--- config.mk ---
export PLATFORM = sky130hd
export DESIGN_NAME = multiport_sram_access_scoreboard_unit_flat
export DESIGN_NICKNAME = d
export VERILOG_FILES = /design/src/design/msas_pkg.sv /design/src/design/msas_req_if.sv /design/src/design/msas_res_if.sv /design/src/design/msas_cfg_if.sv /design/src/design/msas_div.sv /design/src/design/msas_ctrl.sv /design/src/design/msas_dp.sv /design/src/design/multiport_sram_access_scoreboard_unit.sv /design/src/flat_wrapper.sv
export SDC_FILE = /design/constraint.sdc
export NUM_CORES = 2
export LEC_CHECK = 0
export ABC_AREA = 1
export ABC_CLOCK_PERIOD_IN_PS = 57300
export BUFFER_PORTS_ARGS = -buffer_cell sky130_fd_sc_hd__buf_2
export CAP_MARGIN = 0
export CORE_MARGIN = 1
export CORE_UTILIZATION = 40
export DETAILED_ROUTE_END_ITERATION = 6
export PLACE_DENSITY = 0.62
export SLEW_MARGIN = 25
export SYNTH_ARGS = -nofsm -noshare
export SYNTH_HDL_FRONTEND = slang
export SYNTH_SLANG_ARGS = --single-unit
--- constraint.sdc ---
create_clock -name clk -period 57.3 [get_ports clk]
set_input_delay 17.19 -clock clk [delete_from_list [all_inputs] [get_ports clk]]
set_output_delay 17.19 -clock clk [all_outputs]
set_load 0.02 [all_outputs]
--- src/design/msas_pkg.sv ---
// Shared types, widths and codes of the multiport SRAM access scoreboard.
// Used by the channel interfaces, the controller, the datapath and the top level.
`default_nettype none

package msas_pkg;

  localparam int LINE_COUNT_DEF  = 1024;
  localparam int NUM_PORTS_DEF   = 2;
  localparam int QUEUE_DEPTH_DEF = 16;

  localparam int TYPE_W = 2;
  localparam int ADDR_W = 16;
  localparam int LB_W   = 11;
  localparam int AC_W   = 7;
  localparam int KIND_W = 3;
  localparam int PORT_W = 3;
  localparam int LI_W   = ADDR_W + 1;
  localparam int CIDX_W = 1;

  localparam logic [TYPE_W-1:0] REQ_TICK  = 2'd0;
  localparam logic [TYPE_W-1:0] REQ_READ  = 2'd1;
  localparam logic [TYPE_W-1:0] REQ_WRITE = 2'd2;
  localparam logic [TYPE_W-1:0] REQ_NONE  = 2'd3;

  localparam logic [KIND_W-1:0] KIND_RD_DONE = 3'd0;
  localparam logic [KIND_W-1:0] KIND_WR_DONE = 3'd1;
  localparam logic [KIND_W-1:0] KIND_REJECT  = 3'd2;
  localparam logic [KIND_W-1:0] KIND_QFULL   = 3'd3;
  localparam logic [KIND_W-1:0] KIND_STATUS  = 3'd4;

  localparam logic [CIDX_W-1:0] CFG_LINE_BYTES    = 1'b0;
  localparam logic [CIDX_W-1:0] CFG_ACCESS_CYCLES = 1'b1;

  localparam logic [1:0] RES_SRC_NONE = 2'd0;
  localparam logic [1:0] RES_SRC_IN   = 2'd1;
  localparam logic [1:0] RES_SRC_CUR  = 2'd2;

  typedef struct packed {
    logic              is_read;
    logic              partial;
    logic [ADDR_W-1:0] addr;
    logic [ADDR_W-1:0] size;
  } req_t;

  typedef struct packed {
    logic [KIND_W-1:0] kind;
    logic [PORT_W-1:0] port;
    logic [ADDR_W-1:0] addr;
    logic [ADDR_W-1:0] size;
    logic              wpart;
  } res_t;

  typedef struct packed {
    logic              load_in;
    logic              q_push;
    logic              q_pop;
    logic              cur_port;
    logic              cur_queue;
    logic              div_start;
    logic              div_size;
    logic              save_a;
    logic              save_n;
    logic              range_init;
    logic              line_inc;
    logic              vm_wr;
    logic              vm_wval;
    logic              vm_rd;
    logic              clr_step;
    logic              port_tick;
    logic              port_finish;
    logic              port_issue;
    logic              p_clr;
    logic              p_inc;
    logic              res_clr;
    logic              res_push;
    logic [1:0]        res_src;
    logic [KIND_W-1:0] res_kind;
    logic              drain;
  } cmd_t;

  typedef struct packed {
    logic [TYPE_W-1:0] in_type;
    logic              q_full;
    logic              q_empty;
    logic              p_end;
    logic              busy;
    logic              finish;
    logic              cur_read;
    logic              lb_zero;
    logic              div_done;
    logic              bad;
    logic              line_more;
    logic              line_ok;
    logic              res_more;
    logic              out_free;
    logic              clr_done;
  } sts_t;

endpackage

`default_nettype wire

--- src/design/msas_req_if.sv ---
// Request channel of the scoreboard: valid/ready and one request item.
// Depends on msas_pkg.
`default_nettype none

interface msas_req_if import msas_pkg::*; ();
  logic              valid;
  logic              ready;
  logic [TYPE_W-1:0] req_type;
  logic [ADDR_W-1:0] addr;
  logic [ADDR_W-1:0] size;
  logic              partial;

  modport source(output valid, req_type, addr, size, partial, input ready);
  modport sink(input valid, req_type, addr, size, partial, output ready);
endinterface

`default_nettype wire

--- src/design/msas_res_if.sv ---
// Result channel of the scoreboard: valid/ready and one result item.
// Depends on msas_pkg.
`default_nettype none

interface msas_res_if import msas_pkg::*; ();
  logic              valid;
  logic              ready;
  logic [KIND_W-1:0] kind;
  logic [PORT_W-1:0] port;
  logic [ADDR_W-1:0] done_addr;
  logic [ADDR_W-1:0] done_size;
  logic              was_partial;
  logic              working;
  logic              last;

  modport source(output valid, kind, port, done_addr, done_size, was_partial, working, last,
                 input ready);
  modport sink(input valid, kind, port, done_addr, done_size, was_partial, working, last,
               output ready);
endinterface

`default_nettype wire

--- src/design/msas_cfg_if.sv ---
// Configuration write channel of the scoreboard: valid/ready, index and data.
// Depends on msas_pkg.
`default_nettype none

interface msas_cfg_if import msas_pkg::*; ();
  logic              valid;
  logic              ready;
  logic [CIDX_W-1:0] index;
  logic [LB_W-1:0]   data;

  modport source(output valid, index, data, input ready);
  modport sink(input valid, index, data, output ready);
endinterface

`default_nettype wire

--- src/design/msas_div.sv ---
// Restoring divider, one quotient bit per cycle, for address and size by line size.
// Depends on msas_pkg.
`default_nettype none

module msas_div import msas_pkg::*; (
  input  logic              clk,
  input  logic              rst,
  input  logic              start,
  input  logic [ADDR_W-1:0] dividend,
  input  logic [LB_W-1:0]   divisor,
  output logic [ADDR_W-1:0] quot,
  output logic [LB_W-1:0]   rem,
  output logic              done
);

  localparam int CNT_W = $clog2(ADDR_W + 1);

  logic [CNT_W-1:0] cnt;
  logic [LB_W:0]    trial;
  logic             fits;

  assign trial = {rem, quot[ADDR_W-1]};
  assign fits  = trial >= {1'b0, divisor};

  always_ff @(posedge clk) begin
    if (rst) begin
      cnt  <= '0;
      done <= 1'b0;
    end else if (start) begin
      cnt  <= CNT_W'(ADDR_W);
      done <= 1'b0;
    end else if (cnt != '0) begin
      cnt  <= cnt - 1'b1;
      done <= (cnt == CNT_W'(1));
    end
  end

  always_ff @(posedge clk) begin
    if (start) begin
      quot <= dividend;
      rem  <= '0;
    end else if (cnt != '0) begin
      if (fits) begin
        rem  <= LB_W'(trial - {1'b0, divisor});
        quot <= {quot[ADDR_W-2:0], 1'b1};
      end else begin
        rem  <= trial[LB_W-1:0];
        quot <= {quot[ADDR_W-2:0], 1'b0};
      end
    end
  end

endmodule

`default_nettype wire

--- src/design/msas_ctrl.sv ---
// Sequencer of the scoreboard: walks ports, queue offers and line ranges.
// Depends on msas_pkg; drives the datapath through cmd_t and reads sts_t.
`default_nettype none

module msas_ctrl import msas_pkg::*; (
  input  logic clk,
  input  logic rst,
  input  logic in_valid,
  output logic in_ready,
  input  sts_t sts,
  output cmd_t cmd
);

  localparam logic [4:0] S_CLEAR = 5'd0;
  localparam logic [4:0] S_IDLE  = 5'd1;
  localparam logic [4:0] S_DISP  = 5'd2;
  localparam logic [4:0] S_STAT  = 5'd3;
  localparam logic [4:0] S_DRAIN = 5'd4;
  localparam logic [4:0] S_ADV   = 5'd5;
  localparam logic [4:0] S_FIN   = 5'd6;
  localparam logic [4:0] S_FDA   = 5'd7;
  localparam logic [4:0] S_FDS   = 5'd8;
  localparam logic [4:0] S_FRNG  = 5'd9;
  localparam logic [4:0] S_MARK  = 5'd10;
  localparam logic [4:0] S_OFFER = 5'd11;
  localparam logic [4:0] S_QRD   = 5'd12;
  localparam logic [4:0] S_CHK   = 5'd13;
  localparam logic [4:0] S_CDA   = 5'd14;
  localparam logic [4:0] S_CDS   = 5'd15;
  localparam logic [4:0] S_CV    = 5'd16;
  localparam logic [4:0] S_SCAN  = 5'd17;
  localparam logic [4:0] S_SCHK  = 5'd18;
  localparam logic [4:0] S_CLR   = 5'd19;

  logic [4:0] state;
  logic [4:0] state_next;

  always_ff @(posedge clk) begin
    if (rst) begin
      state <= S_CLEAR;
    end else begin
      state <= state_next;
    end
  end

  assign in_ready = (state == S_IDLE);

  always_comb begin
    cmd        = '0;
    state_next = state;
    unique case (state)
      S_CLEAR: begin
        cmd.clr_step = 1'b1;
        if (sts.clr_done) state_next = S_IDLE;
      end
      S_IDLE: begin
        if (in_valid) begin
          cmd.load_in = 1'b1;
          cmd.res_clr = 1'b1;
          state_next  = S_DISP;
        end
      end
      S_DISP: begin
        unique case (sts.in_type)
          REQ_READ, REQ_WRITE: begin
            if (sts.q_full) begin
              cmd.res_push = 1'b1;
              cmd.res_src  = RES_SRC_IN;
              cmd.res_kind = KIND_QFULL;
            end else begin
              cmd.q_push = 1'b1;
            end
            state_next = S_STAT;
          end
          REQ_TICK: begin
            cmd.p_clr  = 1'b1;
            state_next = S_ADV;
          end
          default: state_next = S_STAT;
        endcase
      end
      S_STAT: begin
        cmd.res_push = 1'b1;
        cmd.res_src  = RES_SRC_NONE;
        cmd.res_kind = KIND_STATUS;
        state_next   = S_DRAIN;
      end
      S_DRAIN: begin
        if (!sts.res_more) begin
          state_next = S_IDLE;
        end else if (sts.out_free) begin
          cmd.drain = 1'b1;
        end
      end
      S_ADV: begin
        priority if (sts.p_end) begin
          cmd.p_clr  = 1'b1;
          state_next = S_OFFER;
        end else if (!sts.busy) begin
          cmd.p_inc = 1'b1;
        end else if (!sts.finish) begin
          cmd.port_tick = 1'b1;
          cmd.p_inc     = 1'b1;
        end else begin
          cmd.port_tick = 1'b1;
          cmd.cur_port  = 1'b1;
          state_next    = S_FIN;
        end
      end
      S_FIN: begin
        if (sts.cur_read || sts.lb_zero) begin
          cmd.res_push    = 1'b1;
          cmd.res_src     = RES_SRC_CUR;
          cmd.res_kind    = sts.cur_read ? KIND_RD_DONE : KIND_WR_DONE;
          cmd.port_finish = 1'b1;
          cmd.p_inc       = 1'b1;
          state_next      = S_ADV;
        end else begin
          cmd.div_start = 1'b1;
          state_next    = S_FDA;
        end
      end
      S_FDA: begin
        if (sts.div_done) begin
          cmd.save_a    = 1'b1;
          cmd.div_start = 1'b1;
          cmd.div_size  = 1'b1;
          state_next    = S_FDS;
        end
      end
      S_FDS: begin
        if (sts.div_done) begin
          cmd.save_n = 1'b1;
          state_next = S_FRNG;
        end
      end
      S_FRNG: begin
        cmd.range_init = 1'b1;
        state_next     = S_MARK;
      end
      S_MARK: begin
        if (sts.line_more) begin
          cmd.vm_wr    = 1'b1;
          cmd.vm_wval  = 1'b1;
          cmd.line_inc = 1'b1;
        end else begin
          cmd.res_push    = 1'b1;
          cmd.res_src     = RES_SRC_CUR;
          cmd.res_kind    = KIND_WR_DONE;
          cmd.port_finish = 1'b1;
          cmd.p_inc       = 1'b1;
          state_next      = S_ADV;
        end
      end
      S_OFFER: begin
        priority if (sts.p_end || sts.q_empty) begin
          state_next = S_STAT;
        end else if (sts.busy) begin
          cmd.p_inc = 1'b1;
        end else begin
          cmd.q_pop  = 1'b1;
          state_next = S_QRD;
        end
      end
      S_QRD: begin
        cmd.cur_queue = 1'b1;
        state_next    = S_CHK;
      end
      S_CHK: begin
        if (sts.lb_zero) begin
          cmd.res_push = 1'b1;
          cmd.res_src  = RES_SRC_CUR;
          cmd.res_kind = KIND_REJECT;
          cmd.p_inc    = 1'b1;
          state_next   = S_OFFER;
        end else begin
          cmd.div_start = 1'b1;
          state_next    = S_CDA;
        end
      end
      S_CDA: begin
        if (sts.div_done) begin
          cmd.save_a    = 1'b1;
          cmd.div_start = 1'b1;
          cmd.div_size  = 1'b1;
          state_next    = S_CDS;
        end
      end
      S_CDS: begin
        if (sts.div_done) begin
          cmd.save_n = 1'b1;
          state_next = S_CV;
        end
      end
      S_CV: begin
        if (sts.bad) begin
          cmd.res_push = 1'b1;
          cmd.res_src  = RES_SRC_CUR;
          cmd.res_kind = KIND_REJECT;
          cmd.p_inc    = 1'b1;
          state_next   = S_OFFER;
        end else begin
          cmd.range_init = 1'b1;
          state_next     = sts.cur_read ? S_SCAN : S_CLR;
        end
      end
      S_SCAN: begin
        if (sts.line_more) begin
          cmd.vm_rd  = 1'b1;
          state_next = S_SCHK;
        end else begin
          cmd.port_issue = 1'b1;
          cmd.p_inc      = 1'b1;
          state_next     = S_OFFER;
        end
      end
      S_SCHK: begin
        if (!sts.line_ok) begin
          cmd.res_push = 1'b1;
          cmd.res_src  = RES_SRC_CUR;
          cmd.res_kind = KIND_REJECT;
          cmd.p_inc    = 1'b1;
          state_next   = S_OFFER;
        end else begin
          cmd.line_inc = 1'b1;
          state_next   = S_SCAN;
        end
      end
      S_CLR: begin
        if (sts.line_more) begin
          cmd.vm_wr    = 1'b1;
          cmd.line_inc = 1'b1;
        end else begin
          cmd.port_issue = 1'b1;
          cmd.p_inc      = 1'b1;
          state_next     = S_OFFER;
        end
      end
      default: state_next = S_CLEAR;
    endcase
  end

endmodule

`default_nettype wire

--- src/design/msas_dp.sv ---
// Datapath of the scoreboard: request queue, port slots, line-valid memory,
// divider, result buffer and output register. Depends on msas_pkg and msas_div.
`default_nettype none

module msas_dp import msas_pkg::*; #(
  parameter int LINE_COUNT  = LINE_COUNT_DEF,
  parameter int NUM_PORTS   = NUM_PORTS_DEF,
  parameter int QUEUE_DEPTH = QUEUE_DEPTH_DEF
) (
  input  logic              clk,
  input  logic              rst,
  input  logic [TYPE_W-1:0] req_type,
  input  logic [ADDR_W-1:0] req_addr,
  input  logic [ADDR_W-1:0] req_size,
  input  logic              req_partial,
  msas_res_if.source        res,
  msas_cfg_if.sink          cfg,
  input  cmd_t              cmd,
  output sts_t              sts
);

  localparam int LAW  = (LINE_COUNT > 1) ? $clog2(LINE_COUNT) : 1;
  localparam int QAW  = (QUEUE_DEPTH > 1) ? $clog2(QUEUE_DEPTH) : 1;
  localparam int QCW  = $clog2(QUEUE_DEPTH + 1);
  localparam int PAW  = (NUM_PORTS > 1) ? $clog2(NUM_PORTS) : 1;
  localparam int PCW  = $clog2(NUM_PORTS + 1);
  localparam int RB   = 2 * NUM_PORTS + 1;
  localparam int RBAW = $clog2(RB);
  localparam int RBCW = $clog2(RB + 1);

  localparam logic [LI_W-1:0] NL_V    = LI_W'(LINE_COUNT);
  localparam logic [AC_W-1:0] CNT_MAX = '1;

  // configuration
  logic [LB_W-1:0] line_bytes;
  logic [AC_W-1:0] access_cycles;

  assign cfg.ready = 1'b1;

  always_ff @(posedge clk) begin
    if (rst) begin
      line_bytes    <= LB_W'(16);
      access_cycles <= AC_W'(1);
    end else if (cfg.valid) begin
      if (cfg.index == CFG_LINE_BYTES) begin
        line_bytes <= cfg.data;
      end else begin
        access_cycles <= cfg.data[AC_W-1:0];
      end
    end
  end

  // input item
  logic [TYPE_W-1:0] in_type;
  req_t              in_req;

  always_ff @(posedge clk) begin
    if (cmd.load_in) begin
      in_type <= req_type;
      in_req  <= '{is_read: (req_type == REQ_READ), partial: req_partial,
                   addr: req_addr, size: req_size};
    end
  end

  // request queue
  req_t             qmem [QUEUE_DEPTH];
  req_t             qrd;
  logic [QAW-1:0]   qhead;
  logic [QCW-1:0]   qcount;
  logic [QCW:0]     tail_sum;
  logic [QAW-1:0]   qtail;

  always_comb begin
    tail_sum = (QCW+1)'(qhead) + (QCW+1)'(qcount);
    if (tail_sum >= (QCW+1)'(QUEUE_DEPTH)) begin
      tail_sum = tail_sum - (QCW+1)'(QUEUE_DEPTH);
    end
    qtail = tail_sum[QAW-1:0];
  end

  always_ff @(posedge clk) begin
    if (cmd.q_push) qmem[qtail] <= in_req;
    if (cmd.q_pop) qrd <= qmem[qhead];
  end

  always_ff @(posedge clk) begin
    if (rst) begin
      qhead  <= '0;
      qcount <= '0;
    end else if (cmd.q_push) begin
      qcount <= qcount + 1'b1;
    end else if (cmd.q_pop) begin
      qcount <= qcount - 1'b1;
      qhead  <= (qhead == QAW'(QUEUE_DEPTH - 1)) ? '0 : qhead + 1'b1;
    end
  end

  // request under work
  req_t cur;
  req_t preq [NUM_PORTS];

  // port slots
  logic              busy [NUM_PORTS];
  logic [AC_W-1:0]   pcnt [NUM_PORTS];
  logic [PCW-1:0]    p;
  logic [PAW-1:0]    pi;
  logic [AC_W-1:0]   cnt_next;
  logic              any_busy;

  assign pi       = p[PAW-1:0];
  assign cnt_next = (pcnt[pi] == CNT_MAX) ? pcnt[pi] : pcnt[pi] + 1'b1;

  always_comb begin
    any_busy = 1'b0;
    for (int i = 0; i < NUM_PORTS; i++) begin
      any_busy = any_busy | busy[i];
    end
  end

  always_ff @(posedge clk) begin
    if (rst) begin
      p <= '0;
      for (int i = 0; i < NUM_PORTS; i++) begin
        busy[i] <= 1'b0;
        pcnt[i] <= '0;
      end
    end else begin
      if (cmd.p_clr) begin
        p <= '0;
      end else if (cmd.p_inc) begin
        p <= p + 1'b1;
      end
      if (cmd.port_tick) pcnt[pi] <= cnt_next;
      if (cmd.port_finish) busy[pi] <= 1'b0;
      if (cmd.port_issue) begin
        busy[pi] <= 1'b1;
        pcnt[pi] <= '0;
      end
    end
  end

  always_ff @(posedge clk) begin
    if (cmd.port_issue) preq[pi] <= cur;
    if (cmd.cur_port) begin
      cur <= preq[pi];
    end else if (cmd.cur_queue) begin
      cur <= qrd;
    end
  end

  // line index arithmetic
  logic [ADDR_W-1:0] quot;
  logic [LB_W-1:0]   rem;
  logic              div_done;
  logic [LI_W-1:0]   qa;
  logic [LI_W-1:0]   qn;
  logic              ra_nz;
  logic              rn_nz;
  logic [LI_W-1:0]   lsum;
  logic [LI_W-1:0]   li;
  logic [LI_W-1:0]   lend;

  msas_div u_div (
    .clk      (clk),
    .rst      (rst),
    .start    (cmd.div_start),
    .dividend (cmd.div_size ? cur.size : cur.addr),
    .divisor  (line_bytes),
    .quot     (quot),
    .rem      (rem),
    .done     (div_done)
  );

  assign lsum = qa + qn;

  always_ff @(posedge clk) begin
    if (cmd.save_a) begin
      qa    <= LI_W'(quot);
      ra_nz <= |rem;
    end
    if (cmd.save_n) begin
      qn    <= LI_W'(quot);
      rn_nz <= |rem;
    end
    if (cmd.range_init) begin
      li   <= (qa > NL_V) ? NL_V : qa;
      lend <= (lsum > NL_V) ? NL_V : lsum;
    end else if (cmd.line_inc) begin
      li <= li + 1'b1;
    end
  end

  // line-valid memory, swept to all ones after reset
  logic            vmem [LINE_COUNT];
  logic            vrd;
  logic [LAW-1:0]  clr;
  logic [LAW-1:0]  vaddr;

  assign vaddr = cmd.clr_step ? clr : li[LAW-1:0];

  always_ff @(posedge clk) begin
    if (cmd.clr_step || cmd.vm_wr) vmem[vaddr] <= cmd.clr_step | cmd.vm_wval;
    if (cmd.vm_rd) vrd <= vmem[vaddr];
  end

  always_ff @(posedge clk) begin
    if (rst) begin
      clr <= '0;
    end else if (cmd.clr_step) begin
      clr <= clr + 1'b1;
    end
  end

  // result buffer
  res_t             rbuf [RB];
  logic [RBCW-1:0]  rcnt;
  logic [RBCW-1:0]  ridx;
  res_t             new_res;

  always_comb begin
    unique case (cmd.res_src)
      RES_SRC_IN: new_res = '{kind: cmd.res_kind, port: '0, addr: in_req.addr,
                              size: in_req.size, wpart: !in_req.is_read && in_req.partial};
      RES_SRC_CUR: new_res = '{kind: cmd.res_kind, port: PORT_W'(p), addr: cur.addr,
                               size: cur.size, wpart: !cur.is_read && cur.partial};
      default: new_res = '{kind: cmd.res_kind, port: '0, addr: '0, size: '0, wpart: 1'b0};
    endcase
  end

  always_ff @(posedge clk) begin
    if (cmd.res_push) rbuf[rcnt[RBAW-1:0]] <= new_res;
  end

  always_ff @(posedge clk) begin
    if (rst) begin
      rcnt <= '0;
      ridx <= '0;
    end else if (cmd.res_clr) begin
      rcnt <= '0;
      ridx <= '0;
    end else begin
      if (cmd.res_push) rcnt <= rcnt + 1'b1;
      if (cmd.drain) ridx <= ridx + 1'b1;
    end
  end

  // output register
  logic ovalid;
  res_t opay;
  logic olast;
  logic owork;

  always_ff @(posedge clk) begin
    if (rst) begin
      ovalid <= 1'b0;
    end else if (cmd.drain) begin
      ovalid <= 1'b1;
    end else if (res.ready) begin
      ovalid <= 1'b0;
    end
  end

  always_ff @(posedge clk) begin
    if (cmd.drain) begin
      opay  <= rbuf[ridx[RBAW-1:0]];
      olast <= (ridx == rcnt - 1'b1);
      owork <= any_busy || (qcount != '0);
    end
  end

  assign res.valid       = ovalid;
  assign res.kind        = opay.kind;
  assign res.port        = opay.port;
  assign res.done_addr   = opay.addr;
  assign res.done_size   = opay.size;
  assign res.was_partial = opay.wpart;
  assign res.working     = owork;
  assign res.last        = olast;

  // status to the sequencer
  assign sts.in_type   = in_type;
  assign sts.q_full    = (qcount == QCW'(QUEUE_DEPTH));
  assign sts.q_empty   = (qcount == '0);
  assign sts.p_end     = (p == PCW'(NUM_PORTS));
  assign sts.busy      = busy[pi];
  assign sts.finish    = (cnt_next >= access_cycles);
  assign sts.cur_read  = cur.is_read;
  assign sts.lb_zero   = (line_bytes == '0);
  assign sts.div_done  = div_done;
  assign sts.bad       = ra_nz || rn_nz || (qa >= NL_V) || (lsum > NL_V);
  assign sts.line_more = (li < lend);
  assign sts.line_ok   = vrd;
  assign sts.res_more  = (ridx < rcnt);
  assign sts.out_free  = !ovalid || res.ready;
  assign sts.clr_done  = (clr == LAW'(LINE_COUNT - 1));

endmodule

`default_nettype wire

--- src/design/multiport_sram_access_scoreboard_unit.sv ---
// Top level of the multiport SRAM access scoreboard: sequencer plus datapath.
// Depends on msas_pkg, the channel interfaces, msas_ctrl and msas_dp.
//
// Channels: req carries pushes (read/write) and ticks; res returns the results of
// each request, ending with one status result marked last; cfg writes line_bytes
// (index 0) and access_cycles (index 1) and is always ready.
// One request is worked at a time. A tick walks the ports one per cycle, pausing
// at each port that finishes; a finishing write takes two divisions by line_bytes
// in the shared restoring divider and then marks its lines one by one. Each queued
// request offered with a nonzero line_bytes takes two divisions; if it fits, a write
// clears its lines one by one and a read checks each line through a registered
// memory read. After each request the results are drained from a small buffer,
// one per cycle while the receiver takes them; working is sampled at that point.
// After reset the line-valid memory is swept to all ones, with req.ready low.
// When the receiver stalls, the output register holds and the drain waits;
// req.ready rises again once the sequencer finds the buffer empty and returns
// to idle.
`default_nettype none

module multiport_sram_access_scoreboard_unit import msas_pkg::*; #(
  parameter int LINE_COUNT  = LINE_COUNT_DEF,
  parameter int NUM_PORTS   = NUM_PORTS_DEF,
  parameter int QUEUE_DEPTH = QUEUE_DEPTH_DEF
) (
  input  logic       clk,
  input  logic       rst,
  msas_req_if.sink   req,
  msas_res_if.source res,
  msas_cfg_if.sink   cfg
);

  cmd_t cmd;
  sts_t sts;
  logic in_ready;

  assign req.ready = in_ready;

  msas_ctrl u_ctrl (
    .clk      (clk),
    .rst      (rst),
    .in_valid (req.valid),
    .in_ready (in_ready),
    .sts      (sts),
    .cmd      (cmd)
  );

  msas_dp #(
    .LINE_COUNT  (LINE_COUNT),
    .NUM_PORTS   (NUM_PORTS),
    .QUEUE_DEPTH (QUEUE_DEPTH)
  ) u_dp (
    .clk         (clk),
    .rst         (rst),
    .req_type    (req.req_type),
    .req_addr    (req.addr),
    .req_size    (req.size),
    .req_partial (req.partial),
    .res         (res),
    .cfg         (cfg),
    .cmd         (cmd),
    .sts         (sts)
  );

endmodule

`default_nettype wire

--- src/flat_wrapper.sv ---
// flat-port wrapper written by rule: the top's interface ports become plain ports
module multiport_sram_access_scoreboard_unit_flat import msas_pkg::*;
#(
  parameter int LINE_COUNT  = LINE_COUNT_DEF,
  parameter int NUM_PORTS   = NUM_PORTS_DEF,
  parameter int QUEUE_DEPTH = QUEUE_DEPTH_DEF
)
  (clk, rst, req_valid, req_req_type, req_addr, req_size, req_partial, req_ready, res_valid, res_kind, res_port, res_done_addr, res_done_size, res_was_partial, res_working, res_last, res_ready, cfg_valid, cfg_index, cfg_data, cfg_ready);
  msas_req_if req_i ();
  msas_res_if res_i ();
  msas_cfg_if cfg_i ();
  input  logic clk;
  input  logic rst;
  input wire logic [$bits(req_i.valid)-1:0] req_valid;
  input wire logic [$bits(req_i.req_type)-1:0] req_req_type;
  input wire logic [$bits(req_i.addr)-1:0] req_addr;
  input wire logic [$bits(req_i.size)-1:0] req_size;
  input wire logic [$bits(req_i.partial)-1:0] req_partial;
  output wire logic [$bits(req_i.ready)-1:0] req_ready;
  output wire logic [$bits(res_i.valid)-1:0] res_valid;
  output wire logic [$bits(res_i.kind)-1:0] res_kind;
  output wire logic [$bits(res_i.port)-1:0] res_port;
  output wire logic [$bits(res_i.done_addr)-1:0] res_done_addr;
  output wire logic [$bits(res_i.done_size)-1:0] res_done_size;
  output wire logic [$bits(res_i.was_partial)-1:0] res_was_partial;
  output wire logic [$bits(res_i.working)-1:0] res_working;
  output wire logic [$bits(res_i.last)-1:0] res_last;
  input wire logic [$bits(res_i.ready)-1:0] res_ready;
  input wire logic [$bits(cfg_i.valid)-1:0] cfg_valid;
  input wire logic [$bits(cfg_i.index)-1:0] cfg_index;
  input wire logic [$bits(cfg_i.data)-1:0] cfg_data;
  output wire logic [$bits(cfg_i.ready)-1:0] cfg_ready;
  assign req_i.valid = req_valid;
  assign req_i.req_type = req_req_type;
  assign req_i.addr = req_addr;
  assign req_i.size = req_size;
  assign req_i.partial = req_partial;
  assign req_ready = req_i.ready;
  assign res_valid = res_i.valid;
  assign res_kind = res_i.kind;
  assign res_port = res_i.port;
  assign res_done_addr = res_i.done_addr;
  assign res_done_size = res_i.done_size;
  assign res_was_partial = res_i.was_partial;
  assign res_working = res_i.working;
  assign res_last = res_i.last;
  assign res_i.ready = res_ready;
  assign cfg_i.valid = cfg_valid;
  assign cfg_i.index = cfg_index;
  assign cfg_i.data = cfg_data;
  assign cfg_ready = cfg_i.ready;
  multiport_sram_access_scoreboard_unit #(.LINE_COUNT(LINE_COUNT), .NUM_PORTS(NUM_PORTS), .QUEUE_DEPTH(QUEUE_DEPTH)) u_core (.clk(clk), .rst(rst), .req(req_i), .res(res_i), .cfg(cfg_i));
endmodule
==> After elaboration in Yosys (flattened, before gate mapping) <==
Memories as Yosys holds them, arrays and structs flattened. A register that Yosys moved wholly into a read port is not among the register bits.
Cells that the tools add are included.
{ "classes": {"add_sub_neg": 15, "order_cmp": 8, "eq_ne": 43, "mux": 136, "bitwise_logic": 6, "n_reduce_logical": 39} }
{ "op_table": {"columns": ["op", "count"], "rows": [
  ["$mux 5", 21],
  ["$pmux 5 s20", 1],
  ["$mux 1", 75],
  ["$pmux 35 s2", 1],
  ["$mux 34", 2],
  ["$mux 16", 4],
  ["$mux 6", 7],
  ["$pmux 6 s7", 1],
  ["$eq 5x4->1 const B", 8],
  ["$mux 17", 2],
  ["$eq 5x5->1 const B", 5],
  ["$mux 7", 3],
  ["$eq 5x3->1 const B", 4],
  ["$add 16x16->17", 1],
  ["$add 17x1->17 const B", 1],
  ["$gt 17x11->1 const B", 1],
  ["$lt 17x17->1", 1],
  ["$ge 16x11->1 const B", 1],
  ["$gt 16x11->1 const B", 1],
  ["$ne 2x2->1 const B", 8],
  ["$reduce_or 2->1", 7],
  ["$ge 12x11->1", 1],
  ["$mux 3", 4],
  ["$reduce_and 12->1", 1],
  ["46 further kinds", 86]
]} }
{ "word_totals": {"register_bits": 227, "mem_bits_rw": 1842, "inputBits": 52, "out_inout_bits": 44, "elab_cells": 286, "mem_count": 6} }
{ "mem_list": {"columns": ["memory", "words", "width", "rd", "rd_ports_with_merged_regs", "write_ports", "line_no", "rtl"], "rows": [
  ["u_core.u_dp.vmem", 1024, 1, 1, 1, 1, "msas_dp.sv:194", "logic vmem [LINE_COUNT];"],
  ["u_core.u_dp.qmem", 16, 34, 1, 1, 1, "msas_dp.sv:66", "req_t qmem [QUEUE_DEPTH];"],
  ["u_core.u_dp.rbuf", 5, 38, 1, 1, 1, "msas_dp.sv:215", "res_t rbuf [RB];"],
  ["u_core.u_dp.preq", 2, 34, 1, 1, 1, "msas_dp.sv:100", "req_t preq [NUM_PORTS];"],
  ["u_core.u_dp.pcnt", 2, 7, 1, 1, 2, "msas_dp.sv:104", "logic [AC_W-1:0] pcnt [NUM_PORTS];"],
  ["u_core.u_dp.busy", 2, 1, 3, 1, 2, "msas_dp.sv:103", "logic busy [NUM_PORTS];"]
]} }

==> Logic depth before layout (Yosys ltp) <==
{ "depth": {"word_depth": 10, "depth_mapped": 24, "depth_no_buf": 23} }

==> Modules after synthesis <==
From an unflattened synthesis, not the netlist that was laid out.
{ "hier_totals": {"cells_unflattened": 8926, "area_unflattened_um2": 93282.0} }
{ "modules_own_cells": {"columns": ["mod", "instances", "cells_each", "area_per_inst_um2", "seq_area_each_um2"], "rows": [
  ["msas_dp", 1, 8404, 90000.1, 62650.1],
  ["msas_div", 1, 318, 2294.7, 820.8],
  ["msas_ctrl", 1, 204, 987.2, 100.1]
]} }

==> Worst setup path after synthesis <==
OpenSTA, ideal clock, no wires.
{ "synth_timing": {"path_kind": "register to register", "startpoint": "reg u_core.u_dp.li[2]", "endpoint": "mem u_core.u_dp.vmem[0] (data pin)", "setup_ps": 8133, "t_arrival_ps": 40833, "required_ps": 49167, "path_slack_ps": 8334, "path_stages_with_launch": 9, "path_buffers": 0, "period_less_slack_ps": 48966, "cell_sequence": "edfxtp_1 > ha_1 > a21oi_1 > nor2_1 > o31ai_1 > nand2_1 > nand2_1 > nand3_1 > o21ai_0"} }
{ "synth_via": {"elab_chain_cells": 4} }
{ "synth_rtl": {"columns": ["item", "line_no", "rtl"], "rows": [
  ["start: declaration", "msas_dp.sv:160", "logic [LI_W-1:0] li;"],
  ["start signal: assignment", "msas_dp.sv:186", "li <= (qa > NL_V) ? NL_V : qa;"],
  ["start signal: assignment", "msas_dp.sv:189", "li <= li + 1'b1;"],
  ["$lt 17x17->1", "msas_dp.sv:291", "assign sts.line_more = (li < lend);"],
  ["$mux 3", "msas_ctrl.sv:142", "if (sts.line_more) begin"],
  ["$mux 1", "msas_ctrl.sv:51", "unique case (state)"],
  ["$or 1x1->1", "msas_dp.sv:202", "if (cmd.clr_step || cmd.vm_wr) vmem[vaddr] <= cmd.clr_step | cmd.vm_wval;"],
  ["end: declaration", "msas_dp.sv:194", null]
]} }
Every way passes these cells.

==> Worst setup path after layout <==
{ "layout_timing": {"startpoint": "reg u_core.u_ctrl.state[0]", "endpoint": "out req_ready"} }
{ "layout_via": {"elab_chain_cells": 1} }
{ "layout_rtl": {"columns": ["item", "line_no", "rtl"], "rows": [
  ["start: declaration", "msas_ctrl.sv:35", "logic [4:0] state;"],
  ["start signal: assignment", "msas_ctrl.sv:42", "state <= state_next;"],
  ["$eq 5x1->1", "msas_ctrl.sv:46", "assign in_ready = (state == S_IDLE);"],
  ["end: declaration", "flat_wrapper.sv:19", "output wire logic [$bits(req_i.ready)-1:0] req_ready;"]
]} }
Every way passes these cells.

==> run summary <==
The run finished with clean final reports. The sort of element at the start of the critical path is a register. The detailed-route via count is 67400.

In this design, the largest share of critical-path delay is due to simple AND/OR/NAND/NOR gates. The layer flagged by global routing as most heavily used is met2. The portion of the post-synthesis area used by sequential elements is 67.2%. The number of setup buffers added after CTS is 0. For this design, the CTS-stage hold fixing added 0 buffers.

The total area of sequential cells is 0.0636 mm^2. Synthesis handed over a netlist of 9358 instances. The number of global-route vias before repair is 62500. The peak fanout along the critical path is 7. The number of hold-slack violations in the final timing report came out at 0.

The most frequent cell on the critical path is sky130_fd_sc_hd__inv_1. The cell sitting at the root of the clock tree is a sky130_fd_sc_hd__clkbuf_16. The fraction of the cycle the final worst path needs came out at 34.1%. The number of enable-type register cells in the synthesized netlist is 2071. The met2 track demand over resource in global routing is 35.5%. For this block, the routed nets add up to 266000 um of wire. The post-cts resize count came out at 0. The clock transition at the registers of the reported paths came out at 0.07 ns. The highest achievable clock rate came out at 51.1 MHz. The mean cell area of the mapped netlist came out at 10.1 um^2. The layout has 22000 filler cells.

The peak per-stage delay on the critical path is 0.50 ns. After synthesis, the share of flip-flops with an asynchronous set or reset is 0%. The number of DRC violations after detailed routing came out at 0. Max-cap violations in this run came to 0.

The count of standard-cell rows is 178. The remaining antenna violation count is 0. The total overflow reported by the global router came out at 0. The starting density of the core came out at 40.2%.

At the pin with the least slew margin, the transition time is 1.16 ns. The final weighted congestion in routability-driven placement came out at 0.874. The synthesized flop and latch total is 2140.

The global-route total usage across every layer came out at 21.9%. The mapped netlist covers 0.0946 mm^2. The critical path capture point type is a primary output. The total leakage power came out at 40.2 nW. The setup path with the least slack is of type reg2out. The post-detailed-route wirelength per cell is 21.3 um. The required time at the endpoint of the critical path is 40.11 ns. The boundary pin count came out at 96. In this run, CTS created clock tree buffers numbering 220. The count of synthesis-stage warnings from yosys came out at 0. The worst-path cell with the longest stage delay is sky130_fd_sc_hd__dfxtp_1. The total half-perimeter wirelength after legalization and detailed placement is 141000 um.

No sink is reached through more buffers than the 3 on the longest clock path. The pre-antenna-repair detailed-routing pass consisted of 6 iterations. The data arrival time of the worst path came out at 2.36 ns.

The final core utilization came out at 44.6%. For the worst-skew pair, the clock arrives at the later sink with an insertion delay of 0.89 ns. TritonCTS built the clock tree.

The initial antenna violation count came out at 5. Walking the worst path, the cells encountered are inv_1, nor2_1, inv_1, nor2_1, nand2_1, inv_1, buf_2. The clock arrives with 0.0813 ns of skew. Entering global routing, the biggest net connects 172 pins. Summed over all instances, the cell type with the most area after synthesis is sky130_fd_sc_hd__edfxtp_1. The CTS H-tree depth is 4. The via density per instance came out at 5.39. Power spread over the standard cell area amounts to 30.9 mW/mm^2. The placeable core region is 0.235 mm^2. The most used flip-flop cell after synthesis is sky130_fd_sc_hd__edfxtp_1. The number of DRC markers after the initial detailed-route iteration is 7838. The die covers 0.239 mm^2. The final net count is 9314. The first global-routing pass estimated 396000 um of wire. The count of pins over their slew limit was 0.

The worst ir drop on vdd came out at 0.0000253 V. The routing usage on met3 is 2.88%. The met1 track demand over resource in global routing came out at 30.5%. Setup repair after global routing left no endpoint under its margin. The die is 488 um wide. The worst-case headroom to the max-slew limit came out at 22.5%. The distinct cell type count of the synthesized netlist came out at 60. The share of post-route cells with drive strength above 1 is 7.31%. The die extent in y came out at 488 um. The buffers plus inverters on the worst setup path is 4. The multi-input combinational cell area is 0.0276 mm^2. The class of the tightest hold or removal check is reg2reg. In this run the biggest area consumer among cell types represents 65.7% of the synthesized area. The total number of clock tree sinks is 2140. By area the synthesized netlist is led by sky130_fd_sc_hd__edfxtp_1, sky130_fd_sc_hd__nand2_1, sky130_fd_sc_hd__nor2_1.

The count of buffers inserted at the top-level ports came out at 93. The final-layout setup total negative slack came out at 0 ns. Setup violations remaining at the end of the flow were counted as 0. The area growth from synthesis to layout came out at 10.8%. The final critical path time including I/O delays and setup is 19.55 ns.
## final timing paths
kind	start	end	slack, ns	depth (start not counted)
worst max-delay path	u_core.u_ctrl.state[0]$_SDFFE_PP0P_	req_ready	37.75	7
worst min-delay path	u_core.u_dp.u_div.done$_SDFFE_PP0P_	u_core.u_dp.u_div.done$_SDFFE_PP0P_	0.46	2
worst min register to register	u_core.u_dp.u_div.done$_SDFFE_PP0P_	u_core.u_dp.u_div.done$_SDFFE_PP0P_	0.46	2
worst max register to register	u_core.u_dp.li[14]$_DFFE_PP_	u_core.u_dp.vmem[454]$_DFFE_PP_	50.68	11
## flip-flops by register name (all words and copies together) (netlist names), 7 cells and up, named ones only
register / cells
u_core.u_dp.cur: 33
u_core.u_dp.li: 17
u_core.u_dp.clr: 10
u_core.u_dp.u_div.quot: 16
u_core.u_dp.pcnt: 14
u_core.u_dp.qn: 16
u_core.u_dp.in_req: 34
u_core.u_dp.res.done_size: 16
u_core.u_dp.qa: 16
u_core.u_dp.preq: 68
u_core.u_dp.lend: 17
u_core.u_dp.res.done_addr: 16
u_core.u_dp.vmem: 1024
u_core.u_dp.access_cycles: 7
u_core.u_dp.line_bytes: 11
u_core.u_dp.qrd: 34
u_core.u_dp.rbuf: 190
u_core.u_dp.u_div.rem: 11
u_core.u_dp.qmem: 544
## cell usage in the layout (no fill, tap or decap), types with 9 or more instances in the layout
cell type / n
sky130_fd_sc_hd__nand2_1: 2731
sky130_fd_sc_hd__edfxtp_1: 2071
sky130_fd_sc_hd__nor2_1: 1719
sky130_fd_sc_hd__nand3_1: 632
sky130_fd_sc_hd__o21ai_0: 500
sky130_fd_sc_hd__inv_1: 278
sky130_fd_sc_hd__clkbuf_16: 226
sky130_fd_sc_hd__buf_4: 139
sky130_fd_sc_hd__a21oi_1: 126
sky130_fd_sc_hd__buf_2: 93
sky130_fd_sc_hd__o22ai_1: 87
sky130_fd_sc_hd__ha_1: 73
sky130_fd_sc_hd__dfxtp_1: 64
sky130_fd_sc_hd__a31oi_1: 58
sky130_fd_sc_hd__nand2_2: 55
sky130_fd_sc_hd__clkinv_1: 54
sky130_fd_sc_hd__o221ai_1: 51
sky130_fd_sc_hd__clkbuf_1: 44
sky130_fd_sc_hd__clkinv_2: 36
sky130_fd_sc_hd__nand4_1: 29
sky130_fd_sc_hd__nor3_1: 26
sky130_fd_sc_hd__xor2_1: 25
sky130_fd_sc_hd__nor2_4: 23
sky130_fd_sc_hd__inv_2: 19
sky130_fd_sc_hd__nor4_1: 18
sky130_fd_sc_hd__o211ai_1: 18
sky130_fd_sc_hd__xnor2_1: 13
sky130_fd_sc_hd__bufinv_16: 11
sky130_fd_sc_hd__o21ai_1: 10
sky130_fd_sc_hd__nor2_2: 9
## logic make-up (layout without fill, tap and decap cells)
family	count (synthesis)	after routing	share of synthesized area [%]
AND/OR/NAND/NOR	5274	5274	22.1
flip-flops	2140	2140	67.2
AO/OA/AOI/OAI	879	879	5.20
XOR/XNOR	38	38	0.352
adder cells (fa/ha/maj)	77	77	1.05
buffers and inverters	945	941	4.04
multiplexers	3	3	0.0331
other	2	9	0.00794
## layer usage
layer  vias to the layer above  wire length (um)
met1                     33200            113000
met4                         2              7040
met5                         -                11
met2                      2614            126000
li1                      31200                 -
met3                       414             20300
## stage by stage
stage / instance area, um^2 / std cells / hold WS, ns / setup WS (ns) / power (mW)
floorplan: 94700 / 9364 / 0.435 / 8.33 / 1.84
global placement: 97800 / 12100 / 0.456 / 37.88 / 1.89
detailed placement: 97800 / 12100 / 0.457 / 37.70 / 1.89
CTS: 105000 / 12500 / 0.466 / 37.72 / 3.26
global route: 105000 / 12500 / 0.500 / 37.55 / 3.33
finish: 105000 / 12500 / 0.462 / 37.75 / 3.24
## cell usage after synthesis (69+ instances only)
master,count
sky130_fd_sc_hd__a21oi_1,126
sky130_fd_sc_hd__buf_2,128
sky130_fd_sc_hd__clkbuf_1,448
sky130_fd_sc_hd__dfxtp_1,69
sky130_fd_sc_hd__edfxtp_1,2071
sky130_fd_sc_hd__ha_1,73
sky130_fd_sc_hd__inv_1,282
sky130_fd_sc_hd__nand2_1,2786
sky130_fd_sc_hd__nand3_1,632
sky130_fd_sc_hd__nor2_1,1741
sky130_fd_sc_hd__o21ai_0,501
sky130_fd_sc_hd__o22ai_1,87
## power breakdown
part           leakage (nW)  internal (mW)  switching [mW]
Clock                  3.38          0.776           0.605
Sequential             21.7           1.71          0.0163
Combinational          15.2         0.0332          0.0981
## worst reg2reg max path, stage by stage (launching register included)
cell                       delay (ns)
sky130_fd_sc_hd__edfxtp_1        0.46
sky130_fd_sc_hd__ha_1            0.35
sky130_fd_sc_hd__a21oi_1         0.16
sky130_fd_sc_hd__o21ai_0         0.12
sky130_fd_sc_hd__a21oi_1         0.25
sky130_fd_sc_hd__nand3_1         0.37
sky130_fd_sc_hd__o21ai_4         0.27
sky130_fd_sc_hd__buf_4           0.71
sky130_fd_sc_hd__buf_4           0.86
sky130_fd_sc_hd__buf_4           0.83
sky130_fd_sc_hd__buf_4           0.87
sky130_fd_sc_hd__buf_4           0.96
## area by class of cell
cell class,count,share of cell area [%]
clock buffer,279,5.63
antenna,1,0.00239
timing repair buffer,238,1.54
sequential,2140,60.6
multi-input combinational,6279,26.3
tap,3150,3.76
inverter,306,1.11
clock inverter,118,0.974
No activity file was read; power rests on OpenSTA's default activity.
